==> config.mk <==
export PLATFORM = sky130hd
export DESIGN_NAME = epoch_seconds_to_calendar_date
export DESIGN_NICKNAME = d
export VERILOG_FILES = /design/src/rtl/ecd_pkg.sv /design/src/rtl/epoch_seconds_to_calendar_date.sv
export VERILOG_INCLUDE_DIRS = /design/src /design/src/rtl
export SDC_FILE = /design/constraint.sdc
export NUM_CORES = 2
export LEC_CHECK = 0
export BUFFER_PORTS_ARGS = -buffer_cell sky130_fd_sc_hd__buf_2
export CORE_ASPECT_RATIO = 0.75
export CORE_UTILIZATION = 60
export DETAILED_ROUTE_END_ITERATION = 10
export GPL_TIMING_DRIVEN = 0
export PLACE_DENSITY = 0.89
export SYNTH_ARGS = -nofsm -noshare
export SYNTH_HDL_FRONTEND = slang
export SYNTH_SLANG_ARGS = --single-unit
==> constraint.sdc <==
create_clock -name clk -period 9.95 [get_ports clk]
set_clock_uncertainty 0.05 [all_clocks]
set_input_delay 1.99 -clock clk [delete_from_list [all_inputs] [get_ports clk]]
set_output_delay 1.99 -clock clk [all_outputs]
set_load 0.01 [all_outputs]
==> src/rtl/epoch_seconds_to_calendar_date_defines.svh <==
// Assertion macros for the epoch seconds to calendar date block.
// Needs clk and rst_n in scope at the point of use.
`ifndef EPOCH_SECONDS_TO_CALENDAR_DATE_DEFINES_SVH
`define EPOCH_SECONDS_TO_CALENDAR_DATE_DEFINES_SVH

// same-cycle implication, off during reset
`define ECD_ASSERT_IMPL(lbl, ant, cons) \
  lbl: assert property (@(posedge clk) disable iff (!rst_n) (ant) |-> (cons)) \
    else $error("ecd: assertion failed");

// next-cycle implication, off during reset
`define ECD_ASSERT_NEXT(lbl, ant, cons) \
  lbl: assert property (@(posedge clk) disable iff (!rst_n) (ant) |=> (cons)) \
    else $error("ecd: assertion failed");

`endif

==> src/rtl/ecd_pkg.sv <==
// Constants for the epoch seconds to calendar date pipeline.
// No dependencies.
package ecd_pkg;

  // seconds per day is 2^7 * 675; quotient by 675 via reciprocal
  localparam logic [9:0]  DAY_DIV     = 10'd675;
  localparam logic [15:0] DAY_RECIP   = 16'd49710;   // floor(2^25 / 675)
  localparam logic [19:0] DAY_SHIFT   = 20'd719469;  // day 1 is 0000-03-01

  // century term: cent - cent/4 is 15, or 16 from this day number on
  localparam logic [19:0] CENT_STEP_DAY = 20'd767010;
  localparam logic [19:0] CENT_BASE     = 20'd15;

  localparam logic [9:0]  SCALE       = 10'd1000;
  localparam logic [7:0]  BIAS_YEAR   = 8'd200;
  localparam logic [18:0] YEAR_SCALED = 19'd365250;
  localparam logic [11:0] YEAR_RECIP  = 12'd2939;    // floor(2^30 / 365250)
  localparam logic [8:0]  YEAR_DAYS   = 9'd365;

  localparam logic [11:0] HOUR_SECS   = 12'd3600;
  localparam logic [5:0]  HOUR_RECIP  = 6'd36;       // floor(2^17 / 3600)
  localparam logic [5:0]  MIN_SECS    = 6'd60;
  localparam logic [6:0]  MIN_RECIP   = 7'd68;       // floor(2^12 / 60)

  // months counted from March: last day-of-year before each month
  localparam logic [8:0] MONTH_BASE [12] = '{
    9'd0,   9'd31,  9'd61,  9'd92,  9'd122, 9'd153,
    9'd184, 9'd214, 9'd245, 9'd275, 9'd306, 9'd337
  };
  localparam logic [3:0] MONTH_WRAP = 4'd10;         // January in March-based count

endpackage

==> src/rtl/epoch_seconds_to_calendar_date.sv <==
// Epoch seconds to Gregorian date and time of day, nine-stage pipeline.
// Depends on ecd_pkg and epoch_seconds_to_calendar_date_defines.svh.
//
//  channel | ports                              | handshake
//  --------+------------------------------------+----------------------------
//  input   | in_epoch_seconds                   | start high, busy low
//  result  | out_year .. out_second             | out_strobe, one cycle
//
// One item per cycle. The stages are set by the reciprocal multiplies for days,
// years, hours and minutes, each followed by its correction step.
// busy is always low and the result side cannot stall.
// Synchronous reset clears the stage valid bits only.
`include "epoch_seconds_to_calendar_date_defines.svh"

module epoch_seconds_to_calendar_date (
  input  logic        clk,
  input  logic        rst_n,
  input  logic        start,
  output logic        busy,
  input  logic [31:0] in_epoch_seconds,
  output logic        out_strobe,
  output logic [11:0] out_year,
  output logic [3:0]  out_month,
  output logic [4:0]  out_day,
  output logic [4:0]  out_hour,
  output logic [5:0]  out_minute,
  output logic [5:0]  out_second
);
  import ecd_pkg::*;

  localparam int NSTG = 9;

  logic            in_acc;
  logic [NSTG-1:0] vld_r, vld_nxt;

  // stage 1: days reciprocal product
  logic [31:0] s1_x_r;
  logic [40:0] s1_prod_r, s1_prod_nxt;
  // stage 2: day quotient estimate and remainder
  logic [15:0] s2_q_r, s2_q_nxt;
  logic [10:0] s2_rm_r, s2_rm_nxt;
  logic [6:0]  s2_lo_r;
  logic [25:0] s2_t, s2_diff;
  // stage 3: day number and time of day
  logic [19:0] s3_n_r, s3_n_nxt;
  logic [16:0] s3_tod_r, s3_tod_nxt;
  logic        s3_fix;
  logic [9:0]  s3_rem;
  // stage 4: scaled day number, hour estimate product
  logic [29:0] s4_a_r, s4_a_nxt;
  logic [19:0] s4_n1_r, s4_n1_nxt;
  logic [22:0] s4_hp_r, s4_hp_nxt;
  logic [16:0] s4_tod_r;
  // stage 5: year reciprocal product, hour remainder
  logic [41:0] s5_yp_r, s5_yp_nxt;
  logic [29:0] s5_a_r;
  logic [19:0] s5_n1_r;
  logic [4:0]  s5_h_r;
  logic [12:0] s5_rh_r, s5_rh_nxt;
  logic [5:0]  s5_h0;
  logic [16:0] s5_hsub;
  // stage 6: year estimate and remainder, hour fixed, minute product
  logic [11:0] s6_y_r, s6_y_nxt;
  logic [19:0] s6_ry_r, s6_ry_nxt;
  logic [19:0] s6_n1_r;
  logic [4:0]  s6_hr_r, s6_hr_nxt;
  logic [11:0] s6_rem_r, s6_rem_nxt;
  logic [18:0] s6_mp_r, s6_mp_nxt;
  logic [29:0] s6_ydiff;
  logic        s6_hfix;
  // stage 7: year fixed, minute estimate
  logic [11:0] s7_yr_r, s7_yr_nxt;
  logic [19:0] s7_n1_r;
  logic [4:0]  s7_hr_r;
  logic [5:0]  s7_mi_r, s7_mi_nxt;
  logic [6:0]  s7_rm_r, s7_rm_nxt;
  logic [11:0] s7_mdiff;
  // stage 8: day of year, minute and second fixed
  logic [8:0]  s8_doy_r, s8_doy_nxt;
  logic [11:0] s8_yr_r;
  logic [4:0]  s8_hr_r;
  logic [5:0]  s8_mi_r, s8_mi_nxt;
  logic [5:0]  s8_se_r, s8_se_nxt;
  logic [19:0] s8_dfull;
  logic        s8_mfix;
  // stage 9: month, day, year wrap
  logic [3:0]  s9_mo;
  logic [11:0] out_year_nxt;
  logic [3:0]  out_month_nxt;
  logic [4:0]  out_day_nxt;

  // no back-pressure anywhere in the pipe
  assign busy   = 1'b0;
  assign in_acc = start & ~busy;

  assign vld_nxt = {vld_r[NSTG-2:0], in_acc};

  // stage 1: seconds / 128 times reciprocal of 675
  always_comb begin
    s1_prod_nxt = 41'(in_epoch_seconds[31:7]) * 41'(DAY_RECIP);
  end

  // stage 2: estimate is exact or one low; form remainder
  always_comb begin
    s2_q_nxt  = s1_prod_r[40:25];
    s2_t      = 26'(s2_q_nxt) * 26'(DAY_DIV);
    s2_diff   = {1'b0, s1_x_r[31:7]} - s2_t;
    s2_rm_nxt = s2_diff[10:0];
  end

  // stage 3: correct day quotient, rebuild seconds of day
  always_comb begin
    s3_fix     = (s2_rm_r >= 11'(DAY_DIV));
    s3_rem     = s3_fix ? 10'(s2_rm_r - 11'(DAY_DIV)) : s2_rm_r[9:0];
    s3_tod_nxt = {s3_rem, s2_lo_r};
    s3_n_nxt   = 20'(s2_q_r + 16'(s3_fix)) + DAY_SHIFT;
  end

  // stage 4: century correction, scale for year divide, hour product
  always_comb begin
    s4_n1_nxt = s3_n_r + CENT_BASE + 20'(s3_n_r >= CENT_STEP_DAY);
    s4_a_nxt  = 30'(s4_n1_nxt) * 30'(SCALE) - 30'(BIAS_YEAR);
    s4_hp_nxt = 23'(s3_tod_r) * 23'(HOUR_RECIP);
  end

  // stage 5: year reciprocal product, hour remainder
  always_comb begin
    s5_yp_nxt = 42'(s4_a_r) * 42'(YEAR_RECIP);
    s5_h0     = s4_hp_r[22:17];
    s5_hsub   = s4_tod_r - 17'(s5_h0) * 17'(HOUR_SECS);
    s5_rh_nxt = s5_hsub[12:0];
  end

  // stage 6: year remainder; hour correction and minute product
  always_comb begin
    s6_y_nxt   = s5_yp_r[41:30];
    s6_ydiff   = s5_a_r - 30'(s6_y_nxt) * 30'(YEAR_SCALED);
    s6_ry_nxt  = s6_ydiff[19:0];
    s6_hfix    = (s5_rh_r >= 13'(HOUR_SECS));
    s6_hr_nxt  = s5_h_r + 5'(s6_hfix);
    s6_rem_nxt = s6_hfix ? 12'(s5_rh_r - 13'(HOUR_SECS)) : s5_rh_r[11:0];
    s6_mp_nxt  = 19'(s6_rem_nxt) * 19'(MIN_RECIP);
  end

  // stage 7: year correction; minute estimate and remainder
  always_comb begin
    s7_yr_nxt = s6_y_r + 12'(s6_ry_r >= 20'(YEAR_SCALED));
    s7_mi_nxt = s6_mp_r[17:12];
    s7_mdiff  = s6_rem_r - 12'(s7_mi_nxt) * 12'(MIN_SECS);
    s7_rm_nxt = s7_mdiff[6:0];
  end

  // stage 8: day of year = n1 - floor(365.25 * yr); minute correction
  always_comb begin
    s8_dfull   = s7_n1_r - 20'(s7_yr_r) * 20'(YEAR_DAYS) - 20'(s7_yr_r[11:2]);
    s8_doy_nxt = s8_dfull[8:0];
    s8_mfix    = (s7_rm_r >= 7'(MIN_SECS));
    s8_mi_nxt  = s7_mi_r + 6'(s8_mfix);
    s8_se_nxt  = s8_mfix ? 6'(s7_rm_r - 7'(MIN_SECS)) : s7_rm_r[5:0];
  end

  // stage 9: month from March, day of month, shift to January start
  always_comb begin
    s9_mo = '0;
    for (int k = 1; k < 12; k++) begin
      if (s8_doy_r > MONTH_BASE[k]) s9_mo = 4'(k);
    end
    out_day_nxt = 5'(s8_doy_r - MONTH_BASE[s9_mo]);
    if (s9_mo >= MONTH_WRAP) begin
      out_month_nxt = s9_mo - 4'd9;
      out_year_nxt  = s8_yr_r + 12'd1;
    end else begin
      out_month_nxt = s9_mo + 4'd3;
      out_year_nxt  = s8_yr_r;
    end
  end

  // stage valid bits
  always_ff @(posedge clk) begin
    if (!rst_n) begin
      vld_r <= '0;
    end else begin
      vld_r <= vld_nxt;
    end
  end

  // payload registers
  always_ff @(posedge clk) begin
    s1_x_r    <= in_epoch_seconds;
    s1_prod_r <= s1_prod_nxt;

    s2_q_r  <= s2_q_nxt;
    s2_rm_r <= s2_rm_nxt;
    s2_lo_r <= s1_x_r[6:0];

    s3_n_r   <= s3_n_nxt;
    s3_tod_r <= s3_tod_nxt;

    s4_a_r   <= s4_a_nxt;
    s4_n1_r  <= s4_n1_nxt;
    s4_hp_r  <= s4_hp_nxt;
    s4_tod_r <= s3_tod_r;

    s5_yp_r <= s5_yp_nxt;
    s5_a_r  <= s4_a_r;
    s5_n1_r <= s4_n1_r;
    s5_h_r  <= s5_h0[4:0];
    s5_rh_r <= s5_rh_nxt;

    s6_y_r   <= s6_y_nxt;
    s6_ry_r  <= s6_ry_nxt;
    s6_n1_r  <= s5_n1_r;
    s6_hr_r  <= s6_hr_nxt;
    s6_rem_r <= s6_rem_nxt;
    s6_mp_r  <= s6_mp_nxt;

    s7_yr_r <= s7_yr_nxt;
    s7_n1_r <= s6_n1_r;
    s7_hr_r <= s6_hr_r;
    s7_mi_r <= s7_mi_nxt;
    s7_rm_r <= s7_rm_nxt;

    s8_doy_r <= s8_doy_nxt;
    s8_yr_r  <= s7_yr_r;
    s8_hr_r  <= s7_hr_r;
    s8_mi_r  <= s8_mi_nxt;
    s8_se_r  <= s8_se_nxt;

    out_year   <= out_year_nxt;
    out_month  <= out_month_nxt;
    out_day    <= out_day_nxt;
    out_hour   <= s8_hr_r;
    out_minute <= s8_mi_r;
    out_second <= s8_se_r;
  end

  assign out_strobe = vld_r[NSTG-1];

  // checks on the corrected day remainder, final field ranges and acceptance into stage 1
  `ECD_ASSERT_IMPL(a_tod_range, vld_r[2], s3_tod_r < 17'd86400)
  `ECD_ASSERT_IMPL(a_time_range, out_strobe,
                   (out_hour <= 5'd23) && (out_minute <= 6'd59) && (out_second <= 6'd59))
  `ECD_ASSERT_IMPL(a_date_range, out_strobe,
                   (out_month >= 4'd1) && (out_month <= 4'd12) && (out_day != 5'd0) &&
                   (out_year >= 12'd1970) && (out_year <= 12'd2106))
  `ECD_ASSERT_NEXT(a_in_flight, in_acc, vld_r[0])

endmodule

Word level (Yosys, flattened, before mapping). Memories as Yosys holds them, arrays and structs flattened. Cells that the tools add are included.

Memory bits (read-only): 144. Memories kept: 1. Word-level logic and storage cells: 108. Register bits: 484. Output and inout port bits: 40.

Bitwise operators: 1. Add/sub/neg operators: 21. Mux-type cells: 18. Multiply operators: 10. Magnitude comparators: 18.

Memory list: (no name shown) (words 16, width 9, read ports 1, clocked after Yosys merged registers in 0, wr ports 0, line epoch_seconds_to_calendar_date.sv:168) `out_day_nxt = 5'(s8_doy_r - MONTH_BASE[s9_mo]);`.

Operators with widths (number): 30-bit by 12-bit multiplier with 42-bit output (second input constant) (1); 25-bit by 15-bit multiplier with 40-bit output (second input constant) (1); 9-bit by 8-bit > comparator with 1-bit output (second input constant) (4); 4-bit 2-to-1 mux (9); 30-bit by 8-bit subtractor with 30-bit output (second input constant) (1); 9-bit > comparator (second input constant) (3); 20-bit by 7-bit multiplier with 27-bit output (second input constant) (1); 12-bit 2-to-1 mux (2); 17-bit by 4-bit multiplier with 21-bit output (second input constant) (1); 17-bit by 20-bit adder with 20-bit output (second input constant) (1); 20-bit by 1-bit adder with 20-bit output (1); 20-bit by 4-bit adder with 20-bit output (second input constant) (1); 20-bit by 19-bit greater-or-equal comparator with 1-bit output (second input constant) (1); 20-bit greater-or-equal comparator (second input constant) (1); 20-bit subtractor (1); 12-bit by 18-bit multiplier with 19-bit output (second input constant) (1); 9-bit by 7-bit > comparator with 1-bit output (second input constant) (2); 9-bit subtractor (2); 16-bit by 1-bit adder with 17-bit output (1); 12-bit by 5-bit multiplier with 16-bit output (second input constant) (1); 16-bit by 10-bit multiplier with 11-bit output (second input constant) (1); 13-bit by 12-bit greater-or-equal comparator with 1-bit output (second input constant) (1); 13-bit subtractor (1); 12-bit by 1-bit adder with 12-bit output (1); 26 further kinds (28).

Longest topological paths before layout.
Depth after elaboration: 17. Depth in mapped cells: 31. Depth with buffers taken out: 28.

Least setup slack after synthesis. No wires, ideal clock.

Path kind: flip-flop to flip-flop. From: register s3_n_r[7]. To: register s4_a_r[27]. Path buffers: 2. Arrival: 6801 ps. Clock period less this slack: 6915 ps. Cell stages (with the launch flop): 30. Path slack: 3035 ps. Data required time: 9835 ps. Cell sequence: dfxtp_1 -> clkbuf_1 -> nor4_1 -> nand2_1 -> a21oi_1 -> nor2_1 -> o211ai_1 -> ha_1 -> ha_1 -> nand2_1 -> xor2_1 -> xor2_1 -> ha_1 -> inv_1 -> fa_1 -> fa_1 -> fa_1 -> inv_1 -> ha_1 -> or2_2 -> and3_1 -> o22ai_4 -> o21ai_1 -> or4_1 -> a32oi_1 -> and3_1 -> buf_2 -> nand2_1 -> or3_1 -> nand4b_1.

Word-level cells in the longest chain between the ends: 4. Elaborated cells on any way between the ends: 5. Those cells by class: add/sub: 3; mul: 1; order compare: 1.

Ends and longest elaborated chain: from (decl) (line epoch_seconds_to_calendar_date.sv:45) `logic [19:0] s3_n_r, s3_n_nxt;`; from (signal assigned) (line epoch_seconds_to_calendar_date.sv:196) `s3_n_r <= s3_n_nxt;`; 20-bit greater-or-equal comparator (line epoch_seconds_to_calendar_date.sv:121) `s4_n1_nxt = s3_n_r + CENT_BASE + 20'(s3_n_r >= CENT_STEP_DAY);`; 20-bit by 1-bit adder with 20-bit output (line epoch_seconds_to_calendar_date.sv:121); via s4_n1_nxt[4] (line epoch_seconds_to_calendar_date.sv:51) `logic [19:0] s4_n1_r, s4_n1_nxt;`; 20-bit by 7-bit multiplier with 27-bit output (line epoch_seconds_to_calendar_date.sv:122) `s4_a_nxt = 30'(s4_n1_nxt) * 30'(SCALE) - 30'(BIAS_YEAR);`; 30-bit by 8-bit subtractor with 30-bit output (line epoch_seconds_to_calendar_date.sv:122); via s4_a_nxt[27] (line epoch_seconds_to_calendar_date.sv:50) `logic [29:0] s4_a_r, s4_a_nxt;`; to (signal assigned) (line epoch_seconds_to_calendar_date.sv:199) `s4_a_r <= s4_a_nxt;`; to (decl) (line epoch_seconds_to_calendar_date.sv:50).

The timed path passes the listed nets, and every way through them passes these cells. A chain may end at the register's enable or synchronous reset.

Worst setup path after layout.
From: register s3_n_r[4]. To: register s4_a_r[27].

Word-level cells in the longest chain between the ends: 4. Elaborated cells on any way between the ends: 5. Those cells by class: add/sub: 3; mul: 1; order compare: 1.

Ends and longest elaborated chain (line): 20-bit by 4-bit adder with 20-bit output or 20-bit greater-or-equal comparator (tied branches) (epoch_seconds_to_calendar_date.sv:121); 20-bit by 1-bit adder with 20-bit output (*) (epoch_seconds_to_calendar_date.sv:121); via s4_n1_nxt[8] (epoch_seconds_to_calendar_date.sv:51); 20-bit by 7-bit multiplier with 27-bit output (*) (epoch_seconds_to_calendar_date.sv:122); 30-bit by 8-bit subtractor with 30-bit output (*) (epoch_seconds_to_calendar_date.sv:122); via s4_a_nxt[27] (epoch_seconds_to_calendar_date.sv:50).

The timed path passes the listed nets; every way through them passes the cells marked *.

==> flow_metrics.py <==
metrics = {
    "outcome": {
        "status": "finished clean",
    },
    "worst_setup_path": {
        "cp_slowest_cell": "a2111oi_0",
        "path_class": "reg2reg",
        "critPathMaxStageDelay_ns": 0.75,
        "worstPathMaxFanout": 7,
        "worst_setup_path_start_kind": "flop",
        "cp_top_family": "compound AO/OA/AOI/OAI gates",
        "endpoint_kind": "flop",
        "arrival_ns": 9.01,
        "required_ns": 10.41,
        "path_buf_inv": 3,
    },
    "clocking": {
        "numClockSinks": 394,
        "htreeDepth": 2,
        "worstSkewPairLatency_ns": 0.58,
        "clockBufferDepth": 3,
        "cts-root-buf": "clkbuf_16",
        "cts_hold_buf": 0,
        "cts_tree": "built",
        "cts_made_buffers": 40,
        "post-cts-setup-buffer-count": 0,
        "cts_resized": 0,
        "clkTransAtPathRegs_ns": 0.06,
    },
    "finish": {
        "diodes": 0,
        "fin_util_pct": 66.0,
        "drive_gt1_share_pct": 5.34,
        "nets": 4200,
        "area_growth_pct": 8.38,
        "layout_common_cells": "680 x inv_1, 581 x ha_1, 394 x dfxtp_1, 393 x fa_1, 170 x xnor2_1",
        "fillers": 3756,
        "final_common_cell": "inv_1",
    },
    "yosys": {
        "avgSynthCellArea_um2": 10.5,
        "ys_seq_area_share_pct": 24.4,
        "syn-num-nets": 4085,
        "synth_cell_type_count": 79,
        "synth_seq_cells": 394,
        "postSynthCellCount": 3076,
        "synthesis.area_mm2": 0.0323,
        "ys_async_sr_fraction_pct": 0,
        "synth_warnings": 0,
        "synth_edf_count": 0,
        "ys.flop_type": "dfxtp_1",
    },
    "placement": {
        "gp_congestion": 0.912,
        "hpwl_um": 50200,
        "portBuffers": 73,
    },
    "floorplan": {
        "rows": 73,
        "io-pin-count": 75,
        "die_h_um": 203,
        "die-area_mm2": 0.0548,
        "fp.dieW_um": 270,
        "core_mm2": 0.0531,
        "start_util_pct": 60.9,
    },
    "timing": {
        "finalSetupViolCount": 0,
        "finalHoldViolations": 0,
        "worst_pin_slew_ns": 0.952,
        "period_share_pct": 86.0,
        "rsz0062_at_grt": "no",
        "drv_slew": 0,
        "slew_headroom_pct": 36.0,
        "post-route-min-period_ns": 8.55,
        "max_freq_mhz": 117,
        "setup-tns-final_ns": 0,
    },
    "worst_hold_path": {
        "hold_class": "reg2reg",
    },
    "routing": {
        "dr.pass1.iters": 5,
        "drtIter0Drc": 1121,
        "route.detailed.drc": 0,
        "via_count": 20900,
        "antenna_left": 0,
        "wl_per_cell_um": 15.6,
        "routed_wl_um": 61200,
        "via_per_inst": 5.31,
    },
    "flow_run": {
        "drv_cap": 0,
    },
    "grt": {
        "grtUsageTotal_pct": 23.6,
        "grt_pass1_wl_um": 106000,
        "grt_max_degree": 16,
        "grt_overflow": 0,
        "grt_pass1_vias": 22500,
        "antenna_found_initial": 0,
    },
}
==> synthesized netlist by cell type (all sizes together), types with 4 or more instances <==
master   instances  share of area (%)
o31ai            4              0.093
nor2b           17               0.33
nor2            85               0.99
and2            14               0.27
nand4           16               0.31
clkbuf          17               0.20
mux2             5               0.17
and3            19               0.37
o21a            15               0.35
nor3            31               0.50
a2111oi          6               0.16
nor4             6               0.16
inv            680                7.9
nand3           44               0.68
o21bai          13               0.30
a211oi           8               0.19
nand2b          25               0.48
or3             12               0.25
o31a             4               0.11
a31o             5               0.14
a21o            54                1.3
xnor2          170                4.6
or2             10               0.19
xor2            97                2.6
a211o            5               0.14
dfxtp          394                 24
a31oi           13               0.25
o21ai           64               0.99
o211ai           6               0.14
fa             393                 24
a21oi          119                1.8
buf              4              0.089
nand2           76               0.88
ha             581                 23
==> metrics by stage <==
step | instance area [um^2] | cells | hold WS, ns | worst slack [ns]
2_1_floorplan | 32300 | 3076 | 0.260 | 3.03
3_3_place_gp | 33600 | 3861 | 0.260 | 1.68
3_5_place_dp | 33600 | 3861 | 0.262 | 1.71
4_1_cts | 35000 | 3934 | 0.262 | 1.60
5_1_grt | 35000 | 3934 | 0.255 | 0.808
6_report | 35000 | 3934 | 0.266 | 1.40
==> per-layer routing <==
metal  global-route usage, %  up-vias  wire length (um)
li1                        -    10100                 -
met1                    31.0    10200             27100
met2                    41.1      506             29900
met3                    3.55      100              3150
met4                    5.46        0              1020
met5                       0        -                 0
==> final timing paths <==
kind | from | to | slack [ns] | cells past startpoint
setup / recovery | s3_n_r[4] | s4_a_r[27] | 1.40 | 28
hold / removal | s4_n1_r[3] | s5_n1_r[3] | 0.27 | 0
hold reg to reg | s4_n1_r[3] | s5_n1_r[3] | 0.27 | 0
setup reg to reg | s3_n_r[4] | s4_a_r[27] | 1.40 | 28
==> sequential cells by signal, summed over array words and instances (netlist names), 11 cells and up <==
register   cells
s5_rh_r       13
s4_tod_r      13
s6_ry_r       18
out_year      12
s8_yr_r       12
s2_q_r        16
s3_n_r        17
s3_tod_r      17
s2_rm_r       11
s6_y_r        12
s5_yp_r       13
s1_prod_r     16
s4_a_r        27
s1_x_r        18
s5_a_r        16
s7_yr_r       12
==> worst reg2reg max path, delay by kind of cell (launching register included) <==
family | cells | cell delay, ns
and+or+nand+nor | 7 | 1.22
xor gates and xnor gates | 3 | 1.21
DFF | 1 | 0.36
buffers and inverters | 3 | 0.77
adders and majority gates | 7 | 2.37
AOI/OAI and AO/OA | 8 | 2.51
==> layout make-up <==
cell class | count | area [um^2] | share of cell area (%)
Multi-Input combinational cell | 1980 | 21800 | 62.2
Sequential cell | 394 | 7890 | 22.5
Inverter | 681 | 2560 | 7.30
Clock buffer | 52 | 1140 | 3.24
Tap cell | 712 | 891 | 2.54
Timing Repair Buffer | 73 | 365 | 1.04
Clock inverter | 21 | 315 | 0.900
Buffer | 21 | 92.6 | 0.264
==> kinds of logic after synthesis <==
logic type               Yosys count  share of synthesized area, %
adder cells (fa/ha/maj)          975                          46.9
XOR/XNOR                         267                          7.24
flip-flops                       394                          24.4
AND/OR/NAND/NOR                  375                          5.93
buffers and inverters            702                          8.20
multiplexers                       6                         0.205
AO/OA/AOI/OAI                    356                          7.11
other                              1                        0.0116
Power is left out: the tool's default activity adds up to more than one toggle a clock period on the data nets, which glitch-free logic cannot reach.
